===== src/hw/rtl/rmf_pkg.sv =====
// Shared constants and control types for the running median filter.
`timescale 1ns / 1ps
`default_nettype none

package rmf_pkg;

  localparam int unsigned DATA_W         = 32;
  localparam int unsigned CFG_W          = 5;
  localparam int unsigned MAX_WINDOW_DEF = 16;
  localparam logic [CFG_W-1:0] WINDOW_RESET = 5'd1;

  // merge engine control from the top level
  typedef struct packed {
    logic start;
    logic drop_old;
  } merge_ctrl_t;

  // merge engine status back to the top level
  typedef struct packed {
    logic done;
    logic even;
  } merge_stat_t;

endpackage

`default_nettype wire


===== src/hw/rtl/rmf_ram.sv =====
// Generic simple dual-port RAM, one write port, one registered read port.
`timescale 1ns / 1ps
`default_nettype none

module rmf_ram #(
  parameter int unsigned WIDTH = 32,
  parameter int unsigned DEPTH = 16,
  localparam int unsigned ADDR_W = (DEPTH > 1) ? $clog2(DEPTH) : 1
) (
  input  wire logic              clk_i,
  input  wire logic              we_i,
  input  wire logic [ADDR_W-1:0] waddr_i,
  input  wire logic [WIDTH-1:0]  wdata_i,
  input  wire logic              re_i,
  input  wire logic [ADDR_W-1:0] raddr_i,
  output logic      [WIDTH-1:0]  rdata_o
);

  logic [WIDTH-1:0] mem_q [DEPTH];

  always_ff @(posedge clk_i) begin
    if (we_i) begin
      mem_q[waddr_i] <= wdata_i;
    end
    if (re_i) begin
      rdata_o <= mem_q[raddr_i];
    end
  end

endmodule

`default_nettype wire


===== src/hw/rtl/rmf_merge.sv =====
// Sorted-window merge engine: drops the oldest sample when the window is full, inserts the new one.
`timescale 1ns / 1ps
`default_nettype none

module rmf_merge
  import rmf_pkg::*;
#(
  parameter int unsigned MAX_WINDOW = MAX_WINDOW_DEF,
  localparam int unsigned CNT_W  = $clog2(MAX_WINDOW + 1),
  localparam int unsigned SLOT_W = (MAX_WINDOW > 1) ? $clog2(MAX_WINDOW) : 1
) (
  input  wire logic                     clk_i,
  input  wire logic                     rst_ni,
  input  wire merge_ctrl_t              ctrl_i,
  input  wire logic        [CNT_W-1:0]  old_len_i,
  input  wire logic        [CNT_W-1:0]  new_len_i,
  input  wire logic signed [DATA_W-1:0] new_val_i,
  input  wire logic signed [DATA_W-1:0] old_val_i,
  output merge_stat_t                   stat_o,
  output logic signed      [DATA_W-1:0] lo_o,
  output logic signed      [DATA_W-1:0] hi_o
);

  localparam int unsigned SORT_AW    = SLOT_W + 1;
  localparam int unsigned SORT_DEPTH = 2 ** SORT_AW;

  typedef enum logic {
    M_IDLE,
    M_RUN
  } mstate_e;

  mstate_e            state_q;
  logic               bank_q;
  logic [CNT_W-1:0]   i_q, j_q, m_q, k_q;
  logic               rem_q, ins_q, even_q;
  logic signed [DATA_W-1:0] y_q, x_q;

  logic               run, avail, take_old, put_new, put_old, consume, finish;
  logic [CNT_W-1:0]   i_nxt;
  logic signed [DATA_W-1:0] v, wr_val;
  logic               re;
  logic [SORT_AW-1:0] raddr, waddr;
  logic [DATA_W-1:0]  rdata;

  assign v     = $signed(rdata);
  assign run   = (state_q == M_RUN);
  assign avail = (i_q != m_q);
  assign i_nxt = i_q + 1'b1;

  // one event per cycle: remove the old sample, emit the new one, or copy one across
  always_comb begin
    take_old = avail && !rem_q && (v == x_q);
    put_new  = !take_old && !ins_q && (!avail || (y_q < v));
    put_old  = !take_old && !put_new && avail;
    consume  = run && (take_old || put_old);
    finish   = run && ins_q && !avail;
    wr_val   = put_new ? y_q : v;
    waddr    = {~bank_q, j_q[SLOT_W-1:0]};
    if (run) begin
      re    = consume && (i_nxt != m_q);
      raddr = {bank_q, i_nxt[SLOT_W-1:0]};
    end else begin
      re    = ctrl_i.start && (old_len_i != '0);
      raddr = {bank_q, {SLOT_W{1'b0}}};
    end
  end

  // the sorted copy ping-pongs between two banks, one per sample
  rmf_ram #(
    .WIDTH (DATA_W),
    .DEPTH (SORT_DEPTH)
  ) u_sort_ram (
    .clk_i   (clk_i),
    .we_i    (run && (put_new || put_old)),
    .waddr_i (waddr),
    .wdata_i (wr_val),
    .re_i    (re),
    .raddr_i (raddr),
    .rdata_o (rdata)
  );

  always_ff @(posedge clk_i or negedge rst_ni) begin
    if (!rst_ni) begin
      state_q <= M_IDLE;
      bank_q  <= 1'b0;
      i_q     <= '0;
      j_q     <= '0;
      m_q     <= '0;
      k_q     <= '0;
      rem_q   <= 1'b0;
      ins_q   <= 1'b0;
      even_q  <= 1'b0;
    end else begin
      unique case (state_q)
        M_IDLE: begin
          if (ctrl_i.start) begin
            state_q <= M_RUN;
            m_q     <= old_len_i;
            k_q     <= new_len_i >> 1;
            even_q  <= ~new_len_i[0];
            y_q     <= new_val_i;
            x_q     <= old_val_i;
            rem_q   <= ~ctrl_i.drop_old;
            ins_q   <= 1'b0;
            i_q     <= '0;
            j_q     <= '0;
          end
        end
        M_RUN: begin
          if (finish) begin
            state_q <= M_IDLE;
            bank_q  <= ~bank_q;
          end
          if (consume) begin
            i_q <= i_nxt;
          end
          if (take_old) begin
            rem_q <= 1'b1;
          end
          if (put_new) begin
            ins_q <= 1'b1;
          end
          if (put_new || put_old) begin
            j_q <= j_q + 1'b1;
            // capture the two middle entries as they stream past
            if (j_q == k_q - 1'b1) begin
              lo_o <= wr_val;
            end
            if (j_q == k_q) begin
              hi_o <= wr_val;
            end
          end
        end
        default: state_q <= M_IDLE;
      endcase
    end
  end

  assign stat_o.done = finish;
  assign stat_o.even = even_q;

endmodule

`default_nettype wire


===== src/hw/rtl/rmf_round.sv =====
// Two-stage median output: middle value, or mean of two rounded half away from zero.
`timescale 1ns / 1ps
`default_nettype none

module rmf_round
  import rmf_pkg::*;
(
  input  wire logic                     clk_i,
  input  wire logic                     rst_ni,
  input  wire logic                     start_i,
  input  wire logic                     even_i,
  input  wire logic signed [DATA_W-1:0] lo_i,
  input  wire logic signed [DATA_W-1:0] hi_i,
  output logic                          valid_o,
  output logic             [DATA_W-1:0] median_o
);

  logic              stage_q;
  logic              even_q;
  logic [DATA_W-1:0] hi_q;
  logic [DATA_W:0]   sum_q;
  logic [DATA_W:0]   sum_p1;

  assign sum_p1 = sum_q + {{DATA_W{1'b0}}, 1'b1};

  always_ff @(posedge clk_i or negedge rst_ni) begin
    if (!rst_ni) begin
      stage_q <= 1'b0;
      valid_o <= 1'b0;
    end else begin
      stage_q <= start_i;
      valid_o <= stage_q;
    end
  end

  always_ff @(posedge clk_i) begin
    if (start_i) begin
      even_q <= even_i;
      hi_q   <= hi_i;
      sum_q  <= {lo_i[DATA_W-1], lo_i} + {hi_i[DATA_W-1], hi_i};
    end
    if (stage_q) begin
      if (!even_q) begin
        median_o <= hi_q;
      end else if (sum_q[DATA_W]) begin
        median_o <= sum_q[DATA_W:1];   // negative: floor halves away from zero
      end else begin
        median_o <= sum_p1[DATA_W:1];
      end
    end
  end

endmodule

`default_nettype wire


===== src/hw/rtl/running_median_filter.sv =====
// Running median filter top level: sample ring, control, output register.
// Path to a result: ring read, merge pass, rounding stages, output register.
// A new sample is taken only when idle, after the previous one has passed the merge
// pass over the sorted RAM (one entry per cycle) and reached the output register.
// Reset: asynchronous, active low; window length 1, ring empty, no result pending.
`timescale 1ns / 1ps
`default_nettype none

module running_median_filter
  import rmf_pkg::*;
#(
  parameter int unsigned MAX_WINDOW = MAX_WINDOW_DEF
) (
  input  wire logic              clk_i,
  input  wire logic              rst_ni,
  input  wire logic              cfg_we_i,
  input  wire logic [CFG_W-1:0]  cfg_wdata_i,  // window_length
  input  wire logic              s_tvalid,
  output logic                   s_tready,
  input  wire logic [DATA_W-1:0] s_tdata,      // [31:0] sample_in
  output logic                   m_tvalid,
  input  wire logic              m_tready,
  output logic      [DATA_W-1:0] m_tdata       // [31:0] median_out
);

  localparam int unsigned CNT_W  = $clog2(MAX_WINDOW + 1);
  localparam int unsigned SLOT_W = (MAX_WINDOW > 1) ? $clog2(MAX_WINDOW) : 1;

  typedef enum logic [1:0] {
    T_IDLE,
    T_LOAD,
    T_WORK,
    T_HOLD
  } tstate_e;

  tstate_e            state_q;
  logic [CNT_W-1:0]   win_q, cnt_q;
  logic [SLOT_W-1:0]  slot_q;
  logic [DATA_W-1:0]  y_q;
  logic               m_tvalid_q;
  logic [DATA_W-1:0]  m_tdata_q;

  logic               s_xfer, out_free, cfg_legal, full, out_load;
  logic [CNT_W-1:0]   new_len, slot_nxt;
  logic [DATA_W-1:0]  ring_rdata;
  merge_ctrl_t        mctrl;
  merge_stat_t        mstat;
  logic signed [DATA_W-1:0] mid_lo, mid_hi;
  logic               rnd_valid;
  logic [DATA_W-1:0]  rnd_median;

  assign s_tready  = (state_q == T_IDLE);
  assign s_xfer    = s_tvalid && s_tready;
  assign out_free  = !m_tvalid_q || m_tready;
  assign cfg_legal = (cfg_wdata_i != '0) && (32'(cfg_wdata_i) <= 32'(MAX_WINDOW));
  assign full      = (cnt_q == win_q);
  assign new_len   = full ? cnt_q : cnt_q + 1'b1;
  assign slot_nxt  = CNT_W'(slot_q) + 1'b1;
  assign out_load  = ((rnd_valid && (state_q == T_WORK)) || (state_q == T_HOLD)) && out_free;

  assign mctrl.start    = (state_q == T_LOAD);
  assign mctrl.drop_old = full;

  // ring keeps arrival order; the oldest entry is read back only to drop it
  rmf_ram #(
    .WIDTH (DATA_W),
    .DEPTH (MAX_WINDOW)
  ) u_ring_ram (
    .clk_i   (clk_i),
    .we_i    (state_q == T_LOAD),
    .waddr_i (slot_q),
    .wdata_i (y_q),
    .re_i    (s_xfer),
    .raddr_i (slot_q),
    .rdata_o (ring_rdata)
  );

  rmf_merge #(
    .MAX_WINDOW (MAX_WINDOW)
  ) u_merge (
    .clk_i     (clk_i),
    .rst_ni    (rst_ni),
    .ctrl_i    (mctrl),
    .old_len_i (cnt_q),
    .new_len_i (new_len),
    .new_val_i ($signed(y_q)),
    .old_val_i ($signed(ring_rdata)),
    .stat_o    (mstat),
    .lo_o      (mid_lo),
    .hi_o      (mid_hi)
  );

  rmf_round u_round (
    .clk_i    (clk_i),
    .rst_ni   (rst_ni),
    .start_i  (mstat.done),
    .even_i   (mstat.even),
    .lo_i     (mid_lo),
    .hi_i     (mid_hi),
    .valid_o  (rnd_valid),
    .median_o (rnd_median)
  );

  always_ff @(posedge clk_i or negedge rst_ni) begin
    if (!rst_ni) begin
      state_q    <= T_IDLE;
      win_q      <= CNT_W'(WINDOW_RESET);
      cnt_q      <= '0;
      slot_q     <= '0;
      m_tvalid_q <= 1'b0;
    end else begin
      if (out_load) begin
        m_tvalid_q <= 1'b1;
        m_tdata_q  <= rnd_median;
      end else if (m_tready) begin
        m_tvalid_q <= 1'b0;
      end
      unique case (state_q)
        T_IDLE: begin
          if (cfg_we_i && cfg_legal) begin
            win_q  <= CNT_W'(cfg_wdata_i);
            cnt_q  <= '0;
            slot_q <= '0;
          end
          if (s_xfer) begin
            y_q     <= s_tdata;
            state_q <= T_LOAD;
          end
        end
        T_LOAD: begin
          cnt_q   <= new_len;
          slot_q  <= (slot_nxt >= win_q) ? '0 : slot_nxt[SLOT_W-1:0];
          state_q <= T_WORK;
        end
        T_WORK, T_HOLD: begin
          if (rnd_valid || (state_q == T_HOLD)) begin
            state_q <= out_free ? T_IDLE : T_HOLD;
          end
        end
        default: state_q <= T_IDLE;
      endcase
    end
  end

  assign m_tvalid = m_tvalid_q;
  assign m_tdata  = m_tdata_q;

endmodule

`default_nettype wire

===== config.mk =====
export PLATFORM = sky130hd
export DESIGN_NAME = running_median_filter
export DESIGN_NICKNAME = d
export VERILOG_FILES = /design/src/hw/rtl/rmf_pkg.sv /design/src/hw/rtl/rmf_ram.sv /design/src/hw/rtl/rmf_merge.sv /design/src/hw/rtl/rmf_round.sv /design/src/hw/rtl/running_median_filter.sv
export SDC_FILE = /design/constraint.sdc
export NUM_CORES = 2
export LEC_CHECK = 0
export BUFFER_PORTS_ARGS = -buffer_cell sky130_fd_sc_hd__buf_4
export CORE_ASPECT_RATIO = 0.5
export CORE_MARGIN = 2
export CORE_UTILIZATION = 39
export CTS_BUF_LIST = sky130_fd_sc_hd__clkbuf_8
export DETAILED_ROUTE_END_ITERATION = 12
export PLACE_DENSITY = 0.6
export SKIP_CTS_REPAIR_TIMING = 1
export SLEW_MARGIN = 20
export SYNTH_ARGS = -nofsm -noshare
export SYNTH_HDL_FRONTEND = slang
export SYNTH_SLANG_ARGS = --single-unit

===== constraint.sdc =====
create_clock -name clk_i -period 10.6 [get_ports clk_i]
set_clock_uncertainty 0.15 [all_clocks]
set_input_delay 2.12 -clock clk_i [delete_from_list [all_inputs] [get_ports clk_i]]
set_output_delay 2.12 -clock clk_i [all_outputs]
set_load 0.005 [all_outputs]

==> run metrics <==
hold depth=0; reg2reg path depth=8; first-pass GRT wire length=between 200,000 and 300,000 um; critical path launch point type=flip-flop; CTS max path bufs=4; CP cell instances=ha_1, xor2_1, nand2_4, buf_4, buf_4, mux4_2, mux4_2, mux2_2; post-route antenna net violation count=0; Power Dens Cells=about 160 mW/mm^2; f_max=approximately 0.18 GHz; Slew Viols, Final=0; Area Growth Syn to Fin=12.0%; GRT overflow=0; Crit Path Class=flip-flop to flip-flop; syn_area_per_cell=between 20 and 25 sq um; pre-CTS setup slack=5.00 ns; initial drt markers=4,638; via count=38,200; final WL=187,000 um; layout cells sized above 1=between 20% and 30%; setup TNS=0 ns; post-synthesis mux area share=11.7%; final setup margin=4.99 ns; max-cap violation count=0; antenna violations before repair=10; post-synthesis simple-gate area fraction=~2.2%; xor/xnor share of the synthesized area=1.41%; Top Ports=between 70 and 80; post-synthesis cell count=3,749; launch point of the worst hold path=u_ring_ram.rdata_o[20]; largest net degree at the start of global routing=187; CP Capture Type=flip-flop; die width=about 620 um; ys async rst share=2.22%; sequential fraction of the synthesis area=77.0%; worst path required time=11.04 ns; Crit-path slowest cell=dfrtp_4; hold endpoint=u_merge.x_q[20]; FF+latch count, synth=1,933; Leak=0.0267 uW; Synth area leaders=edfxtp_1 76%, mux4_2 11%, o221ai_1 1.5%; count leader, synth=edfxtp_1; RSZ-0062 raised after global routing=no; DP Wirelength=99,400 um; Max FO, Critical Path=71; Pre-antenna DRT Iters=6; net count after synthesis=around 3,900; R2R Setup Slk=4.99 ns; PortBufs=75; H-tree Lvls=5; reg-to-reg startpoint=u_merge.i_q[0]; clk sink count=1,933; Final nets=about 4,000; Yosys top cell by area=edfxtp_1; clock slew at reported path FFs=0.06 ns; fin area=0.0841 sq mm; top-area cell type share of the netlist area=75.6%; die area=a little under 0.2 sq mm; final core area utilization=approximately 44%; setup violators final=0; Synth Warn #=0; Rows=113; worst slew pin tran=1.16 ns; largest family of logic cells by synthesized area=multiplexers; root buffer cell=clkbuf_8; routability cong.=0.860; number of synthesized flops with an enable pin=~1,900; library cells used by synthesis=60; DRC=0; Post-Synth Adder-Cell Area=1.38%; post-synthesis instance area=0.0751 sq mm; Vias/cell=5.67; Fin. Hold Viols=0; post-place instance area=approximately 0.08 sq mm; top cells by count, synth=1,890 x edfxtp_1, 352 x mux4_2, 164 x o21ai_0, 146 x clkbuf_1, 130 x o22ai_1; GRT Total Usage=18.7%; Rel. slew slack=a little under a quarter; clock buffer count from CTS=286; RR Endpoint=u_merge.u_sort_ram.rdata_o[27]; Initial Util=a little under 40%; post-route minimum period=~5.6 ns; number of global-route vias before repair=between 30,000 and 40,000; CP peak stage delay=1.05 ns; Compound-Gate Fraction of Synth Area=between 4 and 5%; Die H=roughly 310 um; Hold Crit Class=flip-flop to flip-flop; Core Area=0.191 sq mm; CTS tree=yes; Tcrit/Tclk final=52.9%; outcome=completed; worst hold slack=around 0.23 ns; Top FF cell, synth=edfxtp_1; arrival time at the worst endpoint=6.04 ns; Routed WL per cell=27.7 um; Skew-Pair Late Insertion Delay=0.91 ns; peak supply drop=0.0862 mV
==> metal layers <==
| metal | part of all wire [%] | wire [um] | global-route usage [%] | up-vias |
|---|---|---|---|---|
| li1 | - | - | - | 16100 |
| met2 | 47 | 87500 | 29.8 | 1567 |
| met4 | 2.3 | 4220 | 4.92 | 2 |
| met1 | 43 | 79900 | 26.6 | 20200 |
| met3 | 8.0 | 15000 | 3.67 | 303 |
| met5 | 0.0070 | 13 | 0 | - |
==> area by class of cell <==
cell class / instances / area, sq um
Fill cell: 16200 / 106000
Sequential cell: 1933 / 57800
Multi-Input combinational cell: 1557 / 16700
Clock buffer: 295 / 4060
Tap cell: 2530 / 3170
Timing Repair Buffer: 155 / 1200
Clock inverter: 193 / 955
Inverter: 61 / 229
Antenna cell: 3 / 7.51
==> flip-flops by register name (all words and copies together), names as in the netlist, 5 cells and up <==
name / flops
cnt_q: 5
m_tdata: 32
u_merge.hi_o: 32
u_merge.i_q: 5
u_merge.j_q: 5
u_merge.lo_o: 32
u_merge.m_q: 5
u_merge.u_sort_ram.mem_q: 1024
u_merge.u_sort_ram.rdata_o: 32
u_merge.x_q: 32
u_merge.y_q: 32
u_ring_ram.mem_q: 512
u_ring_ram.rdata_o: 32
u_round.hi_q: 32
u_round.median_o: 32
u_round.sum_q: 33
win_q: 5
y_q: 32
==> cells in the final DEF (no fill, tap or decap), types with 9 or more instances in the layout <==
| master | Yosys | layout |
|---|---|---|
| o22ai_1 | 130 | 130 |
| o221ai_1 | 129 | 129 |
| edfxtp_1 | 1890 | 1890 |
| nor2_4 | 0 | 47 |
| ha_1 | 81 | 81 |
| buf_4 | 7 | 152 |
| nand3_1 | 39 | 38 |
| mux2_2 | 75 | 75 |
| a21o_1 | 11 | 11 |
| nand2_1 | 78 | 76 |
| o21ai_0 | 164 | 164 |
| and3_1 | 14 | 11 |
| a31oi_1 | 10 | 10 |
| nor2_1 | 125 | 78 |
| nor3_1 | 19 | 14 |
| clkbuf_8 | 0 | 295 |
| nand4_1 | 16 | 16 |
| xor2_1 | 67 | 67 |
| dfrtp_1 | 42 | 36 |
| nand2b_1 | 10 | 10 |
| clkinv_1 | 1 | 71 |
| inv_1 | 60 | 143 |
| xnor2_1 | 54 | 54 |
| mux4_2 | 352 | 352 |
| nor2b_1 | 9 | 9 |
| clkinv_2 | 0 | 22 |
| a21oi_1 | 87 | 87 |
| nor4_1 | 14 | 14 |
==> worst max-delay path, delay by kind of cell, from the launching register on <==
family,cells,cell delay (ns)
simple gates,1,0.61
mux,3,1.40
buf+inv,2,1.49
xor+xnor,1,0.16
flops,1,1.05
fa+ha+maj,1,0.41
==> cell families after synthesis <==
logic type,count (synthesis)
compound gates,575
mux,430
buf+inv,259
fa+ha+maj,82
xor+xnor,121
flops,1933
simple gates,349
==> worst max path at each step <==
| stage | from | endpoint | slack, ns | cells past startpoint |
|---|---|---|---|---|
| after global placement | u_merge.i_q[0] | u_merge.u_sort_ram.rdata_o[3] | 5.04 | 8 |
| after CTS | u_merge.i_q[0] | u_merge.u_sort_ram.rdata_o[27] | 4.94 | 8 |
| after floorplan | rst_ni | u_merge.lo_o[0] | 2.63 | 2 |
| final | u_merge.i_q[0] | u_merge.u_sort_ram.rdata_o[27] | 4.99 | 8 |
| after global routing | u_merge.i_q[0] | u_merge.u_sort_ram.rdata_o[27] | 4.63 | 8 |
| after detailed placement | u_merge.i_q[0] | u_merge.u_sort_ram.rdata_o[27] | 5.00 | 8 |
==> per-stage QoR <==
step,power (uW),instances
after floorplan,8420,3749
final,13800,6727
after global placement,8440,6236
after CTS,13900,6724
after detailed placement,8440,6236
after global routing,14200,6726
==> power by group <==
part           internal [uW]      switching [uW]  total (uW)
Clock                   2700                2800        5500
Combinational           9.86                7.81        17.7
Sequential              8260  0.0000000000000104        8260
(Power assumes the default switching activity.)
